File: src/rtl/cartridge_mapper_irq_tone_core_defines.svh
// Assertion macros shared by the RTL of the cartridge mapper core.
// Define ASSERT_OFF to compile the checks away.
`ifndef CARTRIDGE_MAPPER_IRQ_TONE_CORE_DEFINES_SVH
`define CARTRIDGE_MAPPER_IRQ_TONE_CORE_DEFINES_SVH

`ifndef ASSERT_OFF

// Same-cycle implication, checked at every rising edge outside reset.
`define ASSERT_IMPLY(label, clk, rst_n, ante, cons) \
    label: assert property (@(posedge clk) disable iff (!rst_n) (ante) |-> (cons)) \
        else $error("same-cycle implication check failed");

// Next-cycle implication, checked at every rising edge outside reset.
`define ASSERT_NEXT(label, clk, rst_n, ante, cons) \
    label: assert property (@(posedge clk) disable iff (!rst_n) (ante) |=> (cons)) \
        else $error("next-cycle implication check failed");

`else

`define ASSERT_IMPLY(label, clk, rst_n, ante, cons)
`define ASSERT_NEXT(label, clk, rst_n, ante, cons)

`endif

`endif

File: src/rtl/cmit_pkg.sv
`timescale 1ns / 1ps

package cmit_pkg;

    // Request kinds carried on the input tuser.
    typedef enum logic [1:0]
    {
        REQ_WRITE   = 2'd0,
        REQ_TICK    = 2'd1,
        REQ_CPU_MAP = 2'd2,
        REQ_PPU_MAP = 2'd3
    } req_t;

    // What a looked-up address reaches.
    typedef enum logic [1:0]
    {
        KIND_ROM  = 2'd0,
        KIND_RAM  = 2'd1,
        KIND_NONE = 2'd2
    } kind_t;

    // Mapper command register codes.
    localparam logic [3:0] CMD_CHR_LAST   = 4'h7;
    localparam logic [3:0] CMD_WINDOW     = 4'h8;
    localparam logic [3:0] CMD_PRG_0      = 4'h9;
    localparam logic [3:0] CMD_PRG_1      = 4'hA;
    localparam logic [3:0] CMD_PRG_2      = 4'hB;
    localparam logic [3:0] CMD_MIRROR     = 4'hC;
    localparam logic [3:0] CMD_IRQ_CTRL   = 4'hD;
    localparam logic [3:0] CMD_IRQ_CNT_LO = 4'hE;
    localparam logic [3:0] CMD_IRQ_CNT_HI = 4'hF;

    // Audio register codes.
    localparam logic [3:0] AUD_PERIOD_LAST = 4'h5;
    localparam logic [3:0] AUD_MUTE        = 4'h7;
    localparam logic [3:0] AUD_VOL_A       = 4'h8;
    localparam logic [3:0] AUD_VOL_C       = 4'hA;

    // Window register bits.
    localparam int WIN_RAM_SEL = 6;
    localparam int WIN_RAM_EN  = 7;

    localparam int NUM_CHR  = 8;
    localparam int NUM_PRG  = 3;
    localparam int NUM_TONE = 3;

    localparam logic [7:0] LAST_BANK_RESET = 8'hFF;
    localparam logic [7:0] WINDOW_RESET    = 8'h40;

    // Bank and target of one bus lookup.
    typedef struct packed
    {
        logic [7:0] bank;
        kind_t      kind;
    } map_t;

    // One result item.
    typedef struct packed
    {
        logic [4:0] level_c;
        logic [4:0] level_b;
        logic [4:0] level_a;
        logic       ram_write_ok;
        kind_t      target_kind;
        logic [7:0] mapped_bank;
        logic [1:0] mirroring;
        logic       irq_line;
    } result_t;

    // CPU address map with the given bank settings.
    function automatic map_t cpu_map(
        input logic [15:0] addr,
        input logic [7:0]  window,
        input logic [5:0]  prg0,
        input logic [5:0]  prg1,
        input logic [5:0]  prg2,
        input logic [7:0]  last_bank
    );
        map_t m;
        m.bank = 8'd0;
        m.kind = KIND_NONE;
        case (addr[15:13]) inside
            [3'd0:3'd2]:
            begin
                m.bank = 8'd0;
                m.kind = KIND_NONE;
            end
            3'd3:
            begin
                if (!window[WIN_RAM_SEL])
                begin
                    m.bank = {2'b00, window[5:0]};
                    m.kind = KIND_ROM;
                end
                else if (window[WIN_RAM_EN])
                begin
                    m.bank = {2'b00, window[5:0]};
                    m.kind = KIND_RAM;
                end
            end
            3'd4:
            begin
                m.bank = {2'b00, prg0};
                m.kind = KIND_ROM;
            end
            3'd5:
            begin
                m.bank = {2'b00, prg1};
                m.kind = KIND_ROM;
            end
            3'd6:
            begin
                m.bank = {2'b00, prg2};
                m.kind = KIND_ROM;
            end
            default:
            begin
                m.bank = last_bank;
                m.kind = KIND_ROM;
            end
        endcase
        return m;
    endfunction

endpackage

File: src/rtl/cartridge_mapper_irq_tone_core.sv
`timescale 1ns / 1ps
// Cartridge mapper core with cycle IRQ counter and three square tone channels.
// Input channel (s_*): one item per CPU write, CPU cycle tick, CPU map lookup or
// PPU map lookup; s_tuser carries the request kind, s_tdata the address and data.
// Output channel (m_*): exactly one result item per input item, in order, with
// the IRQ level, mirroring, mapped bank, target kind, RAM-write gate and the
// three tone level indexes as they stand after that item.
// Configuration channel (cfg_*): writes the bank fixed at E000h; always ready,
// to be used only while no item is in flight.
// A result is registered in the output register, or in the skid register on a stall.
// Throughput: one item per clock while s_tready is high. All state is updated
// by one pass of logic from the item into the state and output or skid registers.
// When the receiver stalls, one further item is held in a skid register; then
// s_tready falls until the output drains, so no item is lost.
// Reset (rst_n low) returns every setting to its power-up value: banks zero,
// window on RAM bank 0 with writes disabled, last bank FFh, IRQ and tones idle.
`include "cartridge_mapper_irq_tone_core_defines.svh"

module cartridge_mapper_irq_tone_core
(
    input  logic        clk,
    input  logic        rst_n,

    // Input items
    input  logic        s_tvalid,
    output logic        s_tready,
    input  logic [23:0] s_tdata,   // address[15:0], write_data[23:16]
    input  logic [1:0]  s_tuser,   // req_type[1:0]

    // Result items
    output logic        m_tvalid,
    input  logic        m_tready,
    output logic [31:0] m_tdata,   // irq_line[0], mirroring[2:1], mapped_bank[10:3],
                                   // ram_write_ok[11], level_a[16:12],
                                   // level_b[21:17], level_c[26:22], zero[31:27]
    output logic [1:0]  m_tuser,   // target_kind[1:0]

    // Configuration write
    input  logic        cfg_valid,
    output logic        cfg_ready,
    input  logic [7:0]  cfg_data   // last_program_bank
);

    // State registers
    logic [7:0]  last_bank_reg;
    logic [3:0]  cmd_reg, cmd_next;
    logic [3:0]  audio_cmd_reg, audio_cmd_next;
    logic [7:0]  chr_bank_reg [cmit_pkg::NUM_CHR];
    logic [7:0]  chr_bank_next [cmit_pkg::NUM_CHR];
    logic [7:0]  window_reg, window_next;
    logic [5:0]  prg_bank_reg [cmit_pkg::NUM_PRG];
    logic [5:0]  prg_bank_next [cmit_pkg::NUM_PRG];
    logic [1:0]  mirror_reg, mirror_next;
    logic        irq_enable_reg, irq_enable_next;
    logic        irq_count_en_reg, irq_count_en_next;
    logic        irq_clear_reg, irq_clear_next;
    logic [15:0] irq_counter_reg, irq_counter_next;
    logic        irq_out_reg, irq_out_next;
    logic [15:0] tone_period_reg [cmit_pkg::NUM_TONE];
    logic [15:0] tone_period_next [cmit_pkg::NUM_TONE];
    logic        tone_mute_reg [cmit_pkg::NUM_TONE];
    logic        tone_mute_next [cmit_pkg::NUM_TONE];
    logic [3:0]  tone_volume_reg [cmit_pkg::NUM_TONE];
    logic [3:0]  tone_volume_next [cmit_pkg::NUM_TONE];
    logic        tone_phase_reg [cmit_pkg::NUM_TONE];
    logic        tone_phase_next [cmit_pkg::NUM_TONE];
    logic [15:0] tone_count_reg [cmit_pkg::NUM_TONE];
    logic [15:0] tone_count_next [cmit_pkg::NUM_TONE];
    logic [3:0]  tone_prescale_reg [cmit_pkg::NUM_TONE];
    logic [3:0]  tone_prescale_next [cmit_pkg::NUM_TONE];
    logic [4:0]  tone_level_reg [cmit_pkg::NUM_TONE];
    logic [4:0]  tone_level_next [cmit_pkg::NUM_TONE];

    // Output and skid registers
    cmit_pkg::result_t out_reg, out_next;
    cmit_pkg::result_t skid_reg, skid_next;
    logic              out_valid_reg, out_valid_next;
    logic              skid_valid_reg, skid_valid_next;

    // Item fields and handshakes
    cmit_pkg::req_t    req;
    logic [15:0]       addr;
    logic [7:0]        wdata;
    logic              accept;
    logic              pop;
    cmit_pkg::map_t    map_res;
    cmit_pkg::result_t result;
    logic [15:0]       tone_step;
    logic [15:0]       irq_dec;

    assign req    = cmit_pkg::req_t'(s_tuser);
    assign addr   = s_tdata[15:0];
    assign wdata  = s_tdata[23:16];
    assign accept = s_tvalid && s_tready;
    assign pop    = m_tvalid && m_tready;

    assign s_tready  = !skid_valid_reg;
    assign cfg_ready = 1'b1;

    assign m_tvalid = out_valid_reg;
    assign m_tdata  = {5'd0, out_reg.level_c, out_reg.level_b, out_reg.level_a,
                       out_reg.ram_write_ok, out_reg.mapped_bank, out_reg.mirroring,
                       out_reg.irq_line};
    assign m_tuser  = out_reg.target_kind;

    // Next state of the mapper, IRQ and tone registers for an accepted item.
    always_comb
    begin
        cmd_next          = cmd_reg;
        audio_cmd_next    = audio_cmd_reg;
        chr_bank_next     = chr_bank_reg;
        window_next       = window_reg;
        prg_bank_next     = prg_bank_reg;
        mirror_next       = mirror_reg;
        irq_enable_next   = irq_enable_reg;
        irq_count_en_next = irq_count_en_reg;
        irq_clear_next    = irq_clear_reg;
        irq_counter_next  = irq_counter_reg;
        irq_out_next      = irq_out_reg;
        tone_period_next  = tone_period_reg;
        tone_mute_next    = tone_mute_reg;
        tone_volume_next  = tone_volume_reg;
        tone_phase_next   = tone_phase_reg;
        tone_count_next   = tone_count_reg;
        tone_prescale_next = tone_prescale_reg;
        tone_level_next   = tone_level_reg;
        tone_step         = 16'd0;
        irq_dec           = irq_counter_reg - 16'd1;

        if (accept)
        begin
            case (req)
                cmit_pkg::REQ_WRITE:
                begin
                    case (addr[15:13])
                        3'd4:
                        begin
                            cmd_next = wdata[3:0];
                        end
                        3'd5:
                        begin
                            // Parameter write to the selected mapper register
                            case (cmd_reg) inside
                                [4'h0:cmit_pkg::CMD_CHR_LAST]:
                                    chr_bank_next[cmd_reg[2:0]] = wdata;
                                cmit_pkg::CMD_WINDOW:
                                    window_next = wdata;
                                cmit_pkg::CMD_PRG_0:
                                    prg_bank_next[0] = wdata[5:0];
                                cmit_pkg::CMD_PRG_1:
                                    prg_bank_next[1] = wdata[5:0];
                                cmit_pkg::CMD_PRG_2:
                                    prg_bank_next[2] = wdata[5:0];
                                cmit_pkg::CMD_MIRROR:
                                    mirror_next = wdata[1:0];
                                cmit_pkg::CMD_IRQ_CTRL:
                                begin
                                    irq_enable_next   = wdata[0];
                                    irq_count_en_next = wdata[7];
                                    irq_clear_next    = 1'b1;
                                end
                                cmit_pkg::CMD_IRQ_CNT_LO:
                                    irq_counter_next = {irq_counter_reg[15:8], wdata};
                                default:
                                    irq_counter_next = {wdata, irq_counter_reg[7:0]};
                            endcase
                        end
                        3'd6:
                        begin
                            audio_cmd_next = wdata[3:0];
                        end
                        3'd7:
                        begin
                            // Audio register write; unused codes are ignored
                            case (audio_cmd_reg) inside
                                [4'h0:cmit_pkg::AUD_PERIOD_LAST]:
                                begin
                                    if (audio_cmd_reg[0])
                                        tone_period_next[audio_cmd_reg[2:1]] =
                                            {wdata, tone_period_reg[audio_cmd_reg[2:1]][7:0]};
                                    else
                                        tone_period_next[audio_cmd_reg[2:1]] =
                                            {tone_period_reg[audio_cmd_reg[2:1]][15:8], wdata};
                                end
                                cmit_pkg::AUD_MUTE:
                                begin
                                    tone_mute_next[0] = wdata[0];
                                    tone_mute_next[1] = wdata[1];
                                    tone_mute_next[2] = wdata[2];
                                end
                                [cmit_pkg::AUD_VOL_A:cmit_pkg::AUD_VOL_C]:
                                    tone_volume_next[audio_cmd_reg[1:0]] = wdata[3:0];
                                default:
                                begin
                                end
                            endcase
                        end
                        default:
                        begin
                        end
                    endcase
                end
                cmit_pkg::REQ_TICK:
                begin
                    // Tone channels: prescale of 16, then period compare
                    for (int ch = 0; ch < cmit_pkg::NUM_TONE; ch++)
                    begin
                        tone_prescale_next[ch] = tone_prescale_reg[ch] + 4'd1;
                        if (tone_prescale_next[ch] == 4'd0)
                        begin
                            tone_step = tone_count_reg[ch] + 16'd1;
                            tone_count_next[ch] = tone_step;
                            if (tone_step >= tone_period_reg[ch])
                            begin
                                tone_phase_next[ch] = !tone_phase_reg[ch];
                                tone_count_next[ch] = 16'd0;
                                if (tone_phase_next[ch] && !tone_mute_reg[ch])
                                    tone_level_next[ch] = {tone_volume_reg[ch],
                                                           (tone_volume_reg[ch] != 4'd0)};
                                else
                                    tone_level_next[ch] = 5'd0;
                            end
                        end
                    end
                    // Pending acknowledge first, then the down-counter
                    if (irq_clear_reg)
                    begin
                        irq_out_next   = 1'b0;
                        irq_clear_next = 1'b0;
                    end
                    if (irq_count_en_reg)
                    begin
                        irq_counter_next = irq_dec;
                        if (irq_dec == 16'hFFFF)
                            irq_out_next = irq_enable_reg;
                    end
                end
                default:
                begin
                end
            endcase
        end
    end

    // Result of the item, taken from the settings after it has taken effect.
    always_comb
    begin
        map_res = cmit_pkg::cpu_map(addr, window_next, prg_bank_next[0],
                                    prg_bank_next[1], prg_bank_next[2], last_bank_reg);
        result.irq_line     = irq_out_next;
        result.mirroring    = mirror_next;
        result.ram_write_ok = window_next[cmit_pkg::WIN_RAM_SEL]
                              && window_next[cmit_pkg::WIN_RAM_EN];
        result.level_a      = tone_level_next[0];
        result.level_b      = tone_level_next[1];
        result.level_c      = tone_level_next[2];
        result.mapped_bank  = 8'd0;
        result.target_kind  = cmit_pkg::KIND_NONE;
        case (req)
            cmit_pkg::REQ_WRITE,
            cmit_pkg::REQ_CPU_MAP:
            begin
                result.mapped_bank = map_res.bank;
                result.target_kind = map_res.kind;
            end
            cmit_pkg::REQ_PPU_MAP:
            begin
                if (!addr[13])
                begin
                    result.mapped_bank = chr_bank_reg[addr[12:10]];
                    result.target_kind = cmit_pkg::KIND_ROM;
                end
            end
            default:
            begin
            end
        endcase
    end

    // Output register with a one-entry skid stage behind it.
    always_comb
    begin
        out_next        = out_reg;
        out_valid_next  = out_valid_reg;
        skid_next       = skid_reg;
        skid_valid_next = skid_valid_reg;
        if (pop || !out_valid_reg)
        begin
            if (skid_valid_reg)
            begin
                out_next        = skid_reg;
                out_valid_next  = 1'b1;
                skid_valid_next = 1'b0;
            end
            else if (accept)
            begin
                out_next       = result;
                out_valid_next = 1'b1;
            end
            else
            begin
                out_valid_next = 1'b0;
            end
        end
        else if (accept)
        begin
            skid_next       = result;
            skid_valid_next = 1'b1;
        end
    end

    // Handshake control registers.
    always_ff @(posedge clk or negedge rst_n)
    begin
        if (!rst_n)
        begin
            out_valid_reg  <= 1'b0;
            skid_valid_reg <= 1'b0;
        end
        else
        begin
            out_valid_reg  <= out_valid_next;
            skid_valid_reg <= skid_valid_next;
        end
    end

    // Result payload registers.
    always_ff @(posedge clk)
    begin
        out_reg  <= out_next;
        skid_reg <= skid_next;
    end

    // Fixed bank at E000h, written through the configuration channel.
    always_ff @(posedge clk or negedge rst_n)
    begin
        if (!rst_n)
        begin
            last_bank_reg <= cmit_pkg::LAST_BANK_RESET;
        end
        else if (cfg_valid && cfg_ready)
        begin
            last_bank_reg <= cfg_data;
        end
    end

    // Mapper, IRQ and tone state.
    always_ff @(posedge clk or negedge rst_n)
    begin
        if (!rst_n)
        begin
            cmd_reg          <= 4'd0;
            audio_cmd_reg    <= 4'd0;
            window_reg       <= cmit_pkg::WINDOW_RESET;
            mirror_reg       <= 2'd0;
            irq_enable_reg   <= 1'b0;
            irq_count_en_reg <= 1'b0;
            irq_clear_reg    <= 1'b0;
            irq_counter_reg  <= 16'd0;
            irq_out_reg      <= 1'b0;
            for (int i = 0; i < cmit_pkg::NUM_CHR; i++)
            begin
                chr_bank_reg[i] <= 8'd0;
            end
            for (int i = 0; i < cmit_pkg::NUM_PRG; i++)
            begin
                prg_bank_reg[i] <= 6'd0;
            end
            for (int i = 0; i < cmit_pkg::NUM_TONE; i++)
            begin
                tone_period_reg[i]   <= 16'd0;
                tone_mute_reg[i]     <= 1'b0;
                tone_volume_reg[i]   <= 4'd0;
                tone_phase_reg[i]    <= 1'b0;
                tone_count_reg[i]    <= 16'd0;
                tone_prescale_reg[i] <= 4'd0;
                tone_level_reg[i]    <= 5'd0;
            end
        end
        else
        begin
            cmd_reg           <= cmd_next;
            audio_cmd_reg     <= audio_cmd_next;
            window_reg        <= window_next;
            mirror_reg        <= mirror_next;
            irq_enable_reg    <= irq_enable_next;
            irq_count_en_reg  <= irq_count_en_next;
            irq_clear_reg     <= irq_clear_next;
            irq_counter_reg   <= irq_counter_next;
            irq_out_reg       <= irq_out_next;
            chr_bank_reg      <= chr_bank_next;
            prg_bank_reg      <= prg_bank_next;
            tone_period_reg   <= tone_period_next;
            tone_mute_reg     <= tone_mute_next;
            tone_volume_reg   <= tone_volume_next;
            tone_phase_reg    <= tone_phase_next;
            tone_count_reg    <= tone_count_next;
            tone_prescale_reg <= tone_prescale_next;
            tone_level_reg    <= tone_level_next;
        end
    end

    // The skid entry is only ever filled behind a waiting output item.
    `ASSERT_IMPLY(a_skid_behind_out, clk, rst_n, skid_valid_reg, out_valid_reg)

    // A RAM target can only be reported while RAM writes are enabled.
    `ASSERT_IMPLY(a_ram_kind_gate, clk, rst_n,
        out_valid_reg && (out_reg.target_kind == cmit_pkg::KIND_RAM),
        out_reg.ram_write_ok)

    // A non-zero tone level on channel A is always an odd index.
    `ASSERT_IMPLY(a_level_odd, clk, rst_n,
        out_valid_reg && (out_reg.level_a != 5'd0), out_reg.level_a[0])

    // Any tick consumes a pending IRQ acknowledge.
    `ASSERT_NEXT(a_tick_clears_ack, clk, rst_n,
        accept && (req == cmit_pkg::REQ_TICK), !irq_clear_reg)

endmodule
File: config.mk
export PLATFORM = sky130hd
export DESIGN_NAME = cartridge_mapper_irq_tone_core
export DESIGN_NICKNAME = d
export VERILOG_FILES = /design/src/rtl/cmit_pkg.sv /design/src/rtl/cartridge_mapper_irq_tone_core.sv
export VERILOG_INCLUDE_DIRS = /design/src /design/src/rtl
export SDC_FILE = /design/constraint.sdc
export NUM_CORES = 1
export LEC_CHECK = 0
export BUFFER_PORTS_ARGS = -buffer_cell sky130_fd_sc_hd__buf_4
export CORE_UTILIZATION = 60
export CTS_CLUSTER_SIZE = 28
export DETAILED_ROUTE_END_ITERATION = 10
export MAX_ROUTING_LAYER = met4
export PLACE_DENSITY = 0.78
export SYNTH_ARGS = -nofsm -noshare
export SYNTH_HDL_FRONTEND = slang
export SYNTH_SLANG_ARGS = --single-unit
File: constraint.sdc
create_clock -name clk -period 5.5 [get_ports clk]
set_input_delay 1.1 -clock clk [delete_from_list [all_inputs] [get_ports clk]]
set_output_delay 1.1 -clock clk [all_outputs]
set_load 0.01 [all_outputs]
==> flow_summary.toml <==
[critical_path]
end_kind = "flop"
crit_family = "simple AND/OR/NAND/NOR gates"
timing.rr.end = "m_tdata[15]$_DFFE_PP_"
crit_type = "reg -> reg"
crit_path_max_incr_delay_ns = 0.50
critical_path.cell_chain = "ha_1 -> nand3_1 -> or2_2 -> nor2_1 -> nand3_1 -> xor2_1 -> inv_1 -> ha_1 -> nand4_1 -> a211oi_1 -> o21ba_2 -> o31a_1 -> mux2i_1 -> mux2_2"
critPathSlowestCell = "o31a_1"
r2r_slack_ns = 1.50
cp.arrival_ns = 4.27
rr_worst_depth = 14
r2r_start = "tone_count_reg[32]$_DFFE_PN0P_"
start_kind = "flop"
worst-path-max-fanout = 10
cp.required_ns = 5.77
critPathBufInv = 1

[global_route]
antenna_found_initial = 0
grt_pass1_wl_um = 63600
overflow = 0
grt_pass1_vias = 12200
grt_max_degree = 130
grt.total_usage_pct = 28.7

[clock_network]
numCtsBuffers = 37
cts_root_buf = "clkbuf_16"
post_cts_buffers = 0
cts_tree = "built"
clkSlewWorstSetupHoldPaths_ns = 0.06
clock-sinks = 329
clock_tree.buffer_depth = 3
clock_latency_ns = 0.52
postCtsHoldBufs = 0
cts_resized = 0
cts_max_level = 2

[floorplan]
die-area_um2 = 28900
die-width_um = 170
rows = 61
initial_core_util_pct = 61.0
num_io_pins = 76
core_um2 = 27800
die_y_um = 170

[route]
ant_nets = 0
drc = 0
via_per_inst = 6.00
drt_iter0_markers = 1041
vias = 12500
wl_um = 38500
avgRoutedWirePerCell_um = 18.5
drtPass1Iterations = 5

[sta]
tightest_slew_ns = 1.21
setup_viol = 0
tns_ns = 0
period_share_pct = 72.8
report.final.slew_viol_count = 0
whs_ns = 0.477
max_freq_mhz = 250
rsz0062_at_grt = "no"
finalClockSkew_ns = 0.0153
postLayoutSetupSlackWorst_ns = 1.50
hold_violations = 0
relSlewSlack_pct = 19.6
period_minus_slack_ns = 4.00

[worst_hold_path]
worstHoldStart = "tone_phase_reg[0]$_DFFE_PN0P_"
whs_endpoint = "tone_phase_reg[0]$_DFFE_PN0P_"
min_delay_path_depth = 1
hold_path.class = "reg -> reg"

[placement]
port_buffers = 59
hpwl_um = 25900
pre_cts_ws_ns = 1.41
gp_congestion = 0.885

[run_status]
outcome = "finished, final reports clean"

[power_and_ir_drop]
vdd_drop_max_v = 0.000213
p_leak_nw = 8.70
p_total_mw = 6.30
power_density_nw_per_um2 = 332

[yosys]
synth_area_um2 = 17000
ys.flop_type = "dfrtp_1"
ys_types = 79
ys_seq_elements = 329
synthCells = 1644
avgSynthCellArea_um2 = 10.3
synth-edff-count = 58
synthArstFlopShare_pct = 82.4
yosys_warnings = 0
ys_seq_area_share_pct = 50.3

[final_layout]
area_growth_pct = 11.9
nNetsFinal = 1770
fillCellCount = 2042
largest_reg_flops = 64
final-seq-area_um2 = 8530
num_antenna_cells = 0
drive_gt1_share_pct = 16.8
multi_input_area_um2 = 7770

[flow_run]
drv_cap = 0
[synthesized netlist by cell type, drive strengths merged (4+ instances only)]
cell / count / area [µm²]
a21oi: 44 / 224
mux2i: 36 / 360
a211oi: 4 / 30.0
a31oi: 15 / 100
o211ai: 4 / 30.0
and3: 27 / 169
dfrtp: 262 / 6560
nor2b: 19 / 119
nand2: 221 / 830
nor3: 33 / 165
a21o: 15 / 113
and2: 7 / 43.8
xnor2: 31 / 272
nand3: 57 / 285
o221ai: 8 / 76.3
nor2: 77 / 289
o22ai: 13 / 81.3
a21boi: 5 / 37.5
or2: 6 / 37.5
o21a: 10 / 75.1
o211a: 4 / 40.0
mux4: 16 / 360
mux2: 99 / 1120
nand2b: 15 / 93.8
a221o: 4 / 40.0
or3: 5 / 31.3
o21ai: 180 / 901
nand4: 18 / 119
a22o: 12 / 105
inv: 82 / 308
edfxtp: 58 / 1740
xor2: 23 / 201
a32o: 6 / 60.1
a22oi: 5 / 37.5
clkbuf: 73 / 274
ha: 58 / 726
buf: 19 / 108
dfstp: 9 / 236
nor4: 13 / 118
[cell type report]
type	count	share of cell area, %
sequential	329	45.0
multi-input combinational	1144	41.0
clock buffer	49	5.50
timing repair buffer	78	3.13
tap	378	2.49
inverter	83	1.64
clock inverter	18	1.31
[placed cells by master (no fill, tap or decap), drive strengths merged, types with 7 or more instances in the layout]
cell type	instances
dfrtp	262
nand2	221
o21ai	180
mux2	99
inv	83
buf	78
nor2	77
ha	58
edfxtp	58
nand3	57
clkbuf	49
a21oi	44
mux2i	36
nor3	33
xnor2	31
and3	27
xor2	23
nor2b	19
nand4	18
mux4	16
nand2b	15
a21o	15
a31oi	15
o22ai	13
nor4	13
a22o	12
clkinv	11
o21a	10
dfstp	9
o221ai	8
and2	7
[layer usage]
layer | share of wire [%] | global-route usage, % | vias to the layer above
met4 | 3.3 | 9.75 | 0
met2 | 47 | 44.8 | 418
li1 | - | - | 5909
met1 | 44 | 38.9 | 6051
met3 | 5.9 | 3.81 | 97
met5 | 0 | - | -
[power by group]
| part | switching, mW | total, mW | leakage, nW | internal, mW |
|---|---|---|---|---|
| clock network | 0.984 | 2.60 | 0.635 | 1.62 |
| registers | 0.184 | 2.86 | 3.90 | 2.68 |
| logic | 0.492 | 0.842 | 4.16 | 0.350 |
| total | 1.66 | 6.30 | 8.70 | 4.64 |
[worst reg2reg max path, cell delays in order (launching register included)]
cell and delay [ns]:
dfrtp_1 0.45, ha_1 0.28, nand3_1 0.18, or2_2 0.40, nor2_1 0.23, nand3_1 0.12
xor2_1 0.18, inv_1 0.07, ha_1 0.30, nand4_1 0.07, a211oi_1 0.28, o21ba_2 0.17
o31a_1 0.50, mux2i_1 0.23, mux2_2 0.30
[worst max path at each step]
| stage | startpoint | endpoint | slack, ns | cells past startpoint |
|---|---|---|---|---|
| after floorplan | s_tuser[1] | m_tdata[3]$_DFFE_PP_ | 1.90 | 8 |
| after global placement | s_tuser[1] | m_tdata[12]$_DFFE_PP_ | 1.45 | 8 |
| after detailed placement | s_tuser[1] | m_tdata[15]$_DFFE_PP_ | 1.41 | 8 |
| after CTS | tone_count_reg[32]$_DFFE_PN0P_ | m_tdata[15]$_DFFE_PP_ | 1.53 | 14 |
| after global routing | tone_count_reg[32]$_DFFE_PN0P_ | m_tdata[15]$_DFFE_PP_ | 1.17 | 14 |
| final | tone_count_reg[32]$_DFFE_PN0P_ | m_tdata[15]$_DFFE_PP_ | 1.50 | 14 |
[kinds of logic after synthesis]
kind of cell               after synthesis  synth area share (%)
and+or+nand+nor                        518                  14.7
AOI/OAI and AO/OA                      357                  13.0
muxes                                  151                  10.8
adders and majority gates               58                  4.28
buffers and inverters                  175                  4.09
DFF                                    329                  50.3
xor gates and xnor gates                54                  2.79
other                                    2                0.0443
[through the flow]
stage               utilization [%]  std cells  cell area [µm²]
finish                         68.3       2079            19000
global route                   68.3       2079            19000
CTS                            68.3       2079            19000
detailed placement             63.7       2012            17700
global placement               63.7       2012            17700
floorplan                         -       1648            17000
Power figures use the tool's default switching activity.
